File: src/rtl/core/rfd_pkg.sv
`default_nettype none
// ----------------------------------------------------------------------------
// rfd_pkg - radar frame deframer shared definitions
// Frame layout constants, status codes, register indexes and beat structs.
// ----------------------------------------------------------------------------
package rfd_pkg;

	localparam int HDR_LEN    = 8;
	localparam int OUT_BYTES  = 12;
	localparam int POS_LEN_HI = 3;
	localparam int POS_LEN_LO = 4;
	localparam int POS_TYP_HI = 5;
	localparam int POS_TYP_LO = 6;
	localparam int POS_HDR_CK = 7;

	localparam logic [7:0] CK_GOOD = 8'hFF;

	localparam logic [15:0] TYPE_A13 = 16'h0A13;
	localparam logic [15:0] TYPE_A14 = 16'h0A14;
	localparam logic [15:0] TYPE_A15 = 16'h0A15;
	localparam logic [15:0] TYPE_A16 = 16'h0A16;
	localparam logic [15:0] TYPE_F09 = 16'h0F09;
	localparam logic [15:0] TYPE_FFF = 16'hFFFF;

	localparam logic REG_START_BYTE = 1'b0;
	localparam logic REG_MAX_LEN    = 1'b1;

	typedef enum logic [1:0] {
		ST_VALID    = 2'd0,
		ST_CHECKSUM = 2'd1,
		ST_SHORT    = 2'd2,
		ST_LENGTH   = 2'd3
	} frame_status_t;

	typedef struct packed {
		logic        valid;
		logic [7:0]  rx_byte;
		logic [31:0] now_ms;
	} rfd_step_t;

	typedef struct packed {
		logic          emit;
		frame_status_t frame_status;
		logic [15:0]   frame_type;
		logic [15:0]   payload_length;
		logic [31:0]   payload_word0;
		logic [31:0]   payload_word1;
		logic [31:0]   payload_word2;
		logic [31:0]   frame_time_ms;
		logic [31:0]   valid_frame_count;
		logic [31:0]   checksum_error_count;
		logic [31:0]   parse_error_count;
	} rfd_result_t;

	function automatic logic [15:0] min_len_for(input logic [15:0] t);
		logic [15:0] r;
		unique case (t)
			TYPE_A13: r = 16'd12;
			TYPE_A14: r = 16'd4;
			TYPE_A15: r = 16'd4;
			TYPE_A16: r = 16'd8;
			TYPE_F09: r = 16'd1;
			TYPE_FFF: r = 16'd4;
			default:  r = 16'd0;
		endcase
		return r;
	endfunction

endpackage
`default_nettype wire

File: src/rtl/core/radar_frame_deframer.sv
`default_nettype none
// ----------------------------------------------------------------------------
// radar_frame_deframer - start-byte framed link deframer
// Hunts for the start byte, checks header and payload inverted-XOR checksums
// and gives one result beat per completed or aborted frame.
// ----------------------------------------------------------------------------
// channel | dir | handshake         | content
// s_      | in  | s_tvalid/s_tready | tdata: rx_byte, now_ms
// m_      | out | m_tvalid/m_tready | tuser: frame_status; tdata: frame fields
// cfg_    | in  | cfg_wr_en         | index 0 start_byte, 1 max_payload_length
//
// One byte per cycle while results are taken; a beat goes input register ->
// parser -> result register.
// A stalled result beat holds the parser and, through it, s_tready.
// Reset clears control state and counters; start byte 0x01, limit 512.
// ----------------------------------------------------------------------------
module radar_frame_deframer #(
	parameter int MAX_PAYLOAD = 512,
	parameter int HEAD_BYTES  = 12
) (
	input  wire logic         clk,
	input  wire logic         arst_n,
	input  wire logic         s_tvalid,
	output logic              s_tready,
	input  wire logic [39:0]  s_tdata,   // rx_byte[7:0], now_ms[39:8]
	output logic              m_tvalid,
	input  wire logic         m_tready,
	output logic [255:0]      m_tdata,   // frame_type, payload_length, word0..2,
	                                     // frame_time_ms, valid, checksum, parse counts
	output logic [1:0]        m_tuser,   // frame_status
	input  wire logic         cfg_wr_en,
	input  wire logic         cfg_index,
	input  wire logic [9:0]   cfg_data
);
	import rfd_pkg::*;

	logic        in_valid_s1;
	logic [7:0]  in_byte_s1;
	logic [31:0] in_time_s1;
	logic [7:0]  start_byte_q;
	logic [9:0]  max_len_q;
	logic        m_valid_q;
	rfd_result_t res_q;
	rfd_result_t res;
	rfd_step_t   step;
	logic        advance;

	assign advance  = in_valid_s1 && (!m_valid_q || m_tready);
	assign s_tready = !in_valid_s1 || advance;

	assign step.valid   = advance;
	assign step.rx_byte = in_byte_s1;
	assign step.now_ms  = in_time_s1;

	always_ff @(posedge clk or negedge arst_n) begin
		if (!arst_n) begin
			start_byte_q <= 8'h01;
			max_len_q    <= 10'd512;
		end else if (cfg_wr_en) begin
			unique case (cfg_index)
				REG_START_BYTE: start_byte_q <= cfg_data[7:0];
				REG_MAX_LEN:    max_len_q    <= cfg_data;
				default:        ;
			endcase
		end
	end

	always_ff @(posedge clk or negedge arst_n) begin
		if (!arst_n) begin
			in_valid_s1 <= 1'b0;
		end else if (s_tready) begin
			in_valid_s1 <= s_tvalid;
		end
	end

	always_ff @(posedge clk) begin
		if (s_tready && s_tvalid) begin
			in_byte_s1 <= s_tdata[7:0];
			in_time_s1 <= s_tdata[39:8];
		end
	end

	rfd_parser #(
		.MAX_PAYLOAD(MAX_PAYLOAD),
		.HEAD_BYTES (HEAD_BYTES)
	) u_parser (
		.clk               (clk),
		.arst_n            (arst_n),
		.step              (step),
		.start_byte        (start_byte_q),
		.max_payload_length(max_len_q),
		.res               (res)
	);

	always_ff @(posedge clk or negedge arst_n) begin
		if (!arst_n) begin
			m_valid_q <= 1'b0;
		end else if (res.emit) begin
			m_valid_q <= 1'b1;
		end else if (m_tready) begin
			m_valid_q <= 1'b0;
		end
	end

	always_ff @(posedge clk) begin
		if (res.emit) res_q <= res;
	end

	assign m_tvalid = m_valid_q;
	assign m_tuser  = res_q.frame_status;
	assign m_tdata  = {res_q.parse_error_count, res_q.checksum_error_count,
	                   res_q.valid_frame_count, res_q.frame_time_ms,
	                   res_q.payload_word2, res_q.payload_word1, res_q.payload_word0,
	                   res_q.payload_length, res_q.frame_type};

endmodule
`default_nettype wire

File: src/rtl/core/rfd_parser.sv
`default_nettype none
// ----------------------------------------------------------------------------
// rfd_parser - frame parsing state and result formation
// Advances the byte position, header and payload checksums and counters on
// each step beat; forms the result beat when a frame completes or aborts.
// ----------------------------------------------------------------------------
module rfd_parser #(
	parameter int MAX_PAYLOAD = 512,
	parameter int HEAD_BYTES  = 12
) (
	input  wire logic               clk,
	input  wire logic               arst_n,
	input  rfd_pkg::rfd_step_t      step,
	input  wire logic [7:0]         start_byte,
	input  wire logic [9:0]         max_payload_length,
	output rfd_pkg::rfd_result_t    res
);
	import rfd_pkg::*;

	localparam int POS_W = $clog2(HDR_LEN + MAX_PAYLOAD + 1);

	logic [POS_W-1:0] pos_q, pos_n;
	logic [15:0]      len_q, len_n;
	logic [15:0]      typ_q, typ_n;
	logic [7:0]       hx_q, hx_n;
	logic [7:0]       px_q, px_n;
	logic [31:0]      vcnt_q, vcnt_n;
	logic [31:0]      ccnt_q, ccnt_n;
	logic [31:0]      pcnt_q, pcnt_n;
	logic [7:0]       head_q [HEAD_BYTES];
	logic [7:0]       head_n [HEAD_BYTES];

	logic [POS_W-1:0] off;
	logic [31:0]      limit;
	logic             use_words;
	logic [31:0]      cnt_sum;

	assign off     = pos_q - POS_W'(HDR_LEN);
	assign limit   = (32'(max_payload_length) > 32'(MAX_PAYLOAD)) ?
	                 32'(MAX_PAYLOAD) : 32'(max_payload_length);
	assign cnt_sum = vcnt_q + ccnt_q + pcnt_q;

	always_comb begin
		pos_n     = pos_q;
		len_n     = len_q;
		typ_n     = typ_q;
		hx_n      = hx_q;
		px_n      = px_q;
		vcnt_n    = vcnt_q;
		ccnt_n    = ccnt_q;
		pcnt_n    = pcnt_q;
		head_n    = head_q;
		use_words = 1'b0;
		res       = '0;
		if (step.valid) begin
			if (pos_q == '0) begin
				if (step.rx_byte == start_byte) begin
					pos_n = POS_W'(1);
					hx_n  = step.rx_byte;
					px_n  = '0;
					len_n = '0;
					typ_n = '0;
					for (int k = 0; k < HEAD_BYTES; k++) head_n[k] = '0;
				end
			end else begin
				pos_n = pos_q + POS_W'(1);
				if (32'(pos_q) < 32'(HDR_LEN)) begin
					hx_n = hx_q ^ step.rx_byte;
					if (pos_q == POS_W'(POS_LEN_HI)) begin
						len_n = {step.rx_byte, 8'h00};
					end else if (pos_q == POS_W'(POS_LEN_LO)) begin
						len_n = {len_q[15:8], step.rx_byte};
					end else if (pos_q == POS_W'(POS_TYP_HI)) begin
						typ_n = {step.rx_byte, 8'h00};
					end else if (pos_q == POS_W'(POS_TYP_LO)) begin
						typ_n = {typ_q[15:8], step.rx_byte};
					end else if (pos_q == POS_W'(POS_HDR_CK)) begin
						if (32'(len_q) > limit) begin
							pcnt_n           = pcnt_q + 32'd1;
							pos_n            = '0;
							res.emit         = 1'b1;
							res.frame_status = ST_LENGTH;
						end
					end
				end else if (32'(off) < 32'(len_q)) begin
					px_n = px_q ^ step.rx_byte;
					for (int k = 0; k < HEAD_BYTES; k++) begin
						if (32'(off) == 32'(k)) head_n[k] = step.rx_byte;
					end
				end else begin
					pos_n     = '0;
					res.emit  = 1'b1;
					use_words = 1'b1;
					priority if (hx_q != CK_GOOD || (px_q ^ step.rx_byte) != CK_GOOD) begin
						ccnt_n           = ccnt_q + 32'd1;
						res.frame_status = ST_CHECKSUM;
					end else if (len_q < min_len_for(typ_q)) begin
						pcnt_n           = pcnt_q + 32'd1;
						res.frame_status = ST_SHORT;
					end else begin
						vcnt_n           = vcnt_q + 32'd1;
						res.frame_status = ST_VALID;
					end
				end
			end
		end
		res.frame_type           = typ_q;
		res.payload_length       = len_q;
		res.frame_time_ms        = step.now_ms;
		res.valid_frame_count    = vcnt_n;
		res.checksum_error_count = ccnt_n;
		res.parse_error_count    = pcnt_n;
		if (use_words) begin
			res.payload_word0 = {head_q[3], head_q[2], head_q[1], head_q[0]};
			res.payload_word1 = {head_q[7], head_q[6], head_q[5], head_q[4]};
			res.payload_word2 = {head_q[11], head_q[10], head_q[9], head_q[8]};
		end
	end

	always_ff @(posedge clk or negedge arst_n) begin
		if (!arst_n) begin
			pos_q  <= '0;
			len_q  <= '0;
			typ_q  <= '0;
			hx_q   <= '0;
			px_q   <= '0;
			vcnt_q <= '0;
			ccnt_q <= '0;
			pcnt_q <= '0;
		end else begin
			pos_q  <= pos_n;
			len_q  <= len_n;
			typ_q  <= typ_n;
			hx_q   <= hx_n;
			px_q   <= px_n;
			vcnt_q <= vcnt_n;
			ccnt_q <= ccnt_n;
			pcnt_q <= pcnt_n;
		end
	end

	always_ff @(posedge clk) begin
		head_q <= head_n;
	end

	a_one_count_per_frame: assert property (@(posedge clk) disable iff (!arst_n)
		res.emit |=> cnt_sum == $past(cnt_sum) + 32'd1)
		else $error("counter total did not advance by one on a result");

	a_counts_hold: assert property (@(posedge clk) disable iff (!arst_n)
		!res.emit |=> cnt_sum == $past(cnt_sum))
		else $error("counters moved without a result");

	a_back_to_hunt: assert property (@(posedge clk) disable iff (!arst_n)
		res.emit |=> pos_q == '0)
		else $error("not hunting after a result");

	a_len_err_no_words: assert property (@(posedge clk) disable iff (!arst_n)
		res.emit && res.frame_status == ST_LENGTH |->
		res.payload_word0 == '0 && res.payload_word1 == '0 && res.payload_word2 == '0)
		else $error("length error carries payload words");

	a_pos_bound: assert property (@(posedge clk) disable iff (!arst_n)
		32'(pos_q) <= 32'(HDR_LEN + MAX_PAYLOAD))
		else $error("byte position past the longest frame");

endmodule
`default_nettype wire

File: config.mk
export PLATFORM = sky130hd
export DESIGN_NAME = radar_frame_deframer
export DESIGN_NICKNAME = d
export VERILOG_FILES = /design/src/rtl/core/rfd_pkg.sv /design/src/rtl/core/radar_frame_deframer.sv /design/src/rtl/core/rfd_parser.sv
export SDC_FILE = /design/constraint.sdc
export NUM_CORES = 1
export LEC_CHECK = 0
export BUFFER_PORTS_ARGS = -buffer_cell sky130_fd_sc_hd__buf_2
export CORE_ASPECT_RATIO = 1.4
export CORE_UTILIZATION = 50
export CTS_CLUSTER_SIZE = 30
export DETAILED_ROUTE_END_ITERATION = 10
export PLACE_DENSITY = 0.76
export RECOVER_POWER = 25
export SETUP_SLACK_MARGIN = 0.3
export SYNTH_ARGS = -nofsm -noshare
export SYNTH_HDL_FRONTEND = slang
export SYNTH_SLANG_ARGS = --single-unit
File: constraint.sdc
create_clock -name clk -period 15.35 [get_ports clk]
set_clock_uncertainty 0.2 [all_clocks]
set_input_delay 4.605 -clock clk [delete_from_list [all_inputs] [get_ports clk]]
set_output_delay 4.605 -clock clk [all_outputs]
set_load 0.02 [all_outputs]
==> impl_metrics.tcl <==
set metrics [dict create \
    outcome "complete, but fails checks" \
    failing_checks "capacitance limit, slew limit" \
    grt.total_usage_pct 20.57 \
    crit_path_end_kind "output port" \
    timing.critical_path.fanout_max 3 \
    grt_first_pass_wirelength_mm 71.08 \
    dpl.hpwl_mm 30.76 \
    drt-initial-drc-count 900 \
    area_growth_pct 17.12 \
    cp_common_cell "buf_2" \
    power.density_cell_area_mw_per_mm2 164.2 \
    final-seq-area_mm2 0.01619 \
    path_clk_slew_ns 0.06 \
    final_common_cell "edfxtp_1" \
    setup_repair_after_global_routing_missed_its_margin "no" \
    final.min_clock_period_ns 9.868 \
    seq_area_frac_synth_pct 74.06 \
    quantity_of_hold_fixing_buffers_added_after_cts 0 \
    power.sequential.fraction_pct 48.8 \
    max_freq_mhz 101.3 \
    globalRouteOverflowTotal 0 \
    drt-vias-per-instance 5.480 \
    floorplan.io_pins 316 \
    p_comb_share_pct 22.2 \
    number_of_register_bits_inferred_by_synthesis 568 \
    arrival_ns 5.06 \
    worst_ep_required_time_ns 10.55 \
    htree_num_levels 2 \
    detailroute.via_count 13049 \
    p_sw_share_pct 31.45 \
    remaining_drc_errors 0 \
    clock_tree_from_tritoncts "done" \
    cts.sinks 568 \
    vias_in_the_first_global_route 13314 \
    power_frac_clock_pct 29.0 \
    floorplan.initialDensity_pct 50.68 \
    multi_input_area_mm2 0.005278 \
    vdd_drop_max_uv 116.8 \
    worstSetupPathType "input port to output port" \
    path_delay_family "buffers and inverters" \
    layout-drive-gt1-share_pct 24.28 \
    core_region_area_mm2 0.04313 \
    num_rows 90 \
    synth_async_sr_flop_share_pct 30.63 \
    post-route-period-util_pct 64.29 \
    clock-root-buffer "clkbuf_16" \
    filler_cell_count 3287 \
    setup_tns_ns 0 \
    antenna_found_initial 0 \
    final-hold-violation-count 0 \
    largest_net_degree_at_the_start_of_global_routing 165 \
    ys.flop_type "edfxtp_1" \
    drt-total-wl_mm 45.35 \
    hp-class "flop to flop" \
    synthesis.nets 1560 \
    cts_repair_resize_count 0 \
    total_switching_power_uw 1322 \
    die_h_um 249.4 \
    max_cap_violations 2 \
    ant_nets 0 \
    post-cts-setup-buffers 0 \
    wire_per_inst_um 19.04 \
    dr.pass1.iters 5 \
    max-clock-path-buffers 3 \
    worst_skew_pair.late_latency_ns 0.57 \
    final_nets 1874 \
    synthDistinctLibCells 60 \
    power_leakage_uw 0.01071 \
    die_area_mm2 0.04457 \
    syn_avg_cell_area_um2 14.83 \
    finalWeightedCongestion 0.8593 \
    synth_enable_flop_cells 394 \
    n_antenna_cell 0 \
    cp_slowest_stage_delay_ns 0.18 \
    worst_path_max_delay_cell "buf_2" \
    internal-power_uw 2882 \
    critical_path.startpoint_type "input port" \
    final_max_slew_viol_count 140 \
    final_design_utilization_pct 59.36 \
    synthCells 1474 \
    critical_path_buffer_and_inverter_count 3 \
    synthesis_warning_total 0 \
    max_slew_margin_pct -249.9 \
    placement.io_buffers 315 \
    worst_slew_pin_slew_ns 5.248 \
    path_cells "buf_2 -> inv_1 -> nand3_1 -> buf_2" \
    final_cell_mix "edfxtp_1, buf_2, dfrtp_1" \
    final-setup-viol-count 0 \
    inserted_clock_buffers 50 \
    post_synth_instance_area_mm2 0.02186 \
    die_width_um 178.7 \
]
[sequential cells by signal (all words and copies together), names as in the netlist, 16 cells and up]
| name | count |
|---|---|
| in_time_s1 | 32 |
| u_parser.typ_q | 16 |
| u_parser.vcnt_q | 32 |
| m_tdata | 256 |
| u_parser.head_q | 96 |
| u_parser.len_q | 16 |
| u_parser.pcnt_q | 32 |
| u_parser.ccnt_q | 32 |
[cell type report]
type | instances | share of cell area [%]
Sequential cell | 568 | 63.23
Multi-Input combinational cell | 797 | 20.61
Timing Repair Buffer | 326 | 6.476
Clock buffer | 76 | 5.796
Tap cell | 552 | 2.698
Inverter | 45 | 0.6598
Clock inverter | 17 | 0.5229
[cells by family (layout without fill, tap and decap cells)]
| kind of cell | count (synthesis) | in the layout | share of synthesized area [%] |
|---|---|---|---|
| buffers and inverters | 109 | 464 | 1.935 |
| AOI/OAI and AO/OA | 130 | 130 | 3.784 |
| DFF | 568 | 568 | 74.06 |
| xor gates and xnor gates | 112 | 112 | 4.488 |
| muxes | 32 | 32 | 1.643 |
| and+or+nand+nor | 493 | 493 | 12.38 |
| adders and majority gates | 30 | 30 | 1.717 |
[power groups by stage]
stage / registers (uW) / logic (uW) / clock network [uW]
2_1_floorplan: 2150 / 559 / 0
3_3_place_gp: 2070 / 904 / 0
3_5_place_dp: 2080 / 938 / 0
4_1_cts: 2050 / 941 / 1250
5_1_grt: 2070 / 1030 / 1300
6_report: 2050 / 932 / 1220
[routing by layer]
layer	part of all wire [%]	global-route usage [%]	wire, um
met2	52	36.45	23780
met3	5.9	4.113	2657
met4	3.8	8.547	1719
met5	0	0	0
met1	38	24.04	17190
[worst paths after layout]
kind                                        start                   to  slack (ns)  cells past startpoint
max in group asynchronous                  arst_n   u_parser.typ_q[11]        6.14                      2
worst max-delay path                     m_tready             s_tready        5.48                      4
worst min register to register     in_time_s1[20]         m_tdata[148]        0.22                      0
worst min-delay path               in_time_s1[20]         m_tdata[148]        0.22                      0
min in group asynchronous                  arst_n  u_parser.vcnt_q[20]        5.74                      1
worst max register to register  u_parser.pos_q[5]         m_tdata[182]       10.58                     12
[through the flow]
step,instances,power [uW],setup WS (ns),area (um2),hold WS [ns]
4_1_cts,2381,4240,5.483,25620,0.2171
3_3_place_gp,2288,2977,5.494,24000,0.2002
5_1_grt,2381,4399,5.033,25600,0.2262
2_1_floorplan,1474,2705,2.212,21860,0.2003
6_report,2381,4204,5.482,25600,0.2154
3_5_place_dp,2288,3018,5.486,24000,0.2045
[Yosys cell counts (all sizes together), types with 2 or more instances]
library cell  instances  area [um2]
ha                   30       375.4
inv                  45       168.9
buf                   9       47.54
nor2                 31       116.4
nand4                34       219.0
nand3                59       295.3
clkbuf               55       206.5
mux2                 31       349.1
a211oi                4       30.03
xor2                 59       516.8
o22ai                 2       12.51
nor2b                 7       43.79
o21ai                39       198.9
a22o                  8       70.07
and4                  8       70.07
or2                   3       21.28
nand2b                5       31.28
nand2               103       386.6
and3                118       738.2
a2111oi               2       36.29
or3                   2       12.51
dfstp                 2       52.55
nor4b                 4       35.03
a211o                 8       70.07
xnor2                53       464.2
nor3b                20       150.1
nor4                 24       150.1
edfxtp              394       11830
o21a                  2       15.01
a21boi                2       15.01
dfrtp               172        4304
o211ai                6       45.04
or4                   6       45.04
a21oi                39       195.2
a21o                 10       75.07
nor3                 53       275.3
and2                 11       68.82
Note: power is estimated with default switching activity, not from simulation.
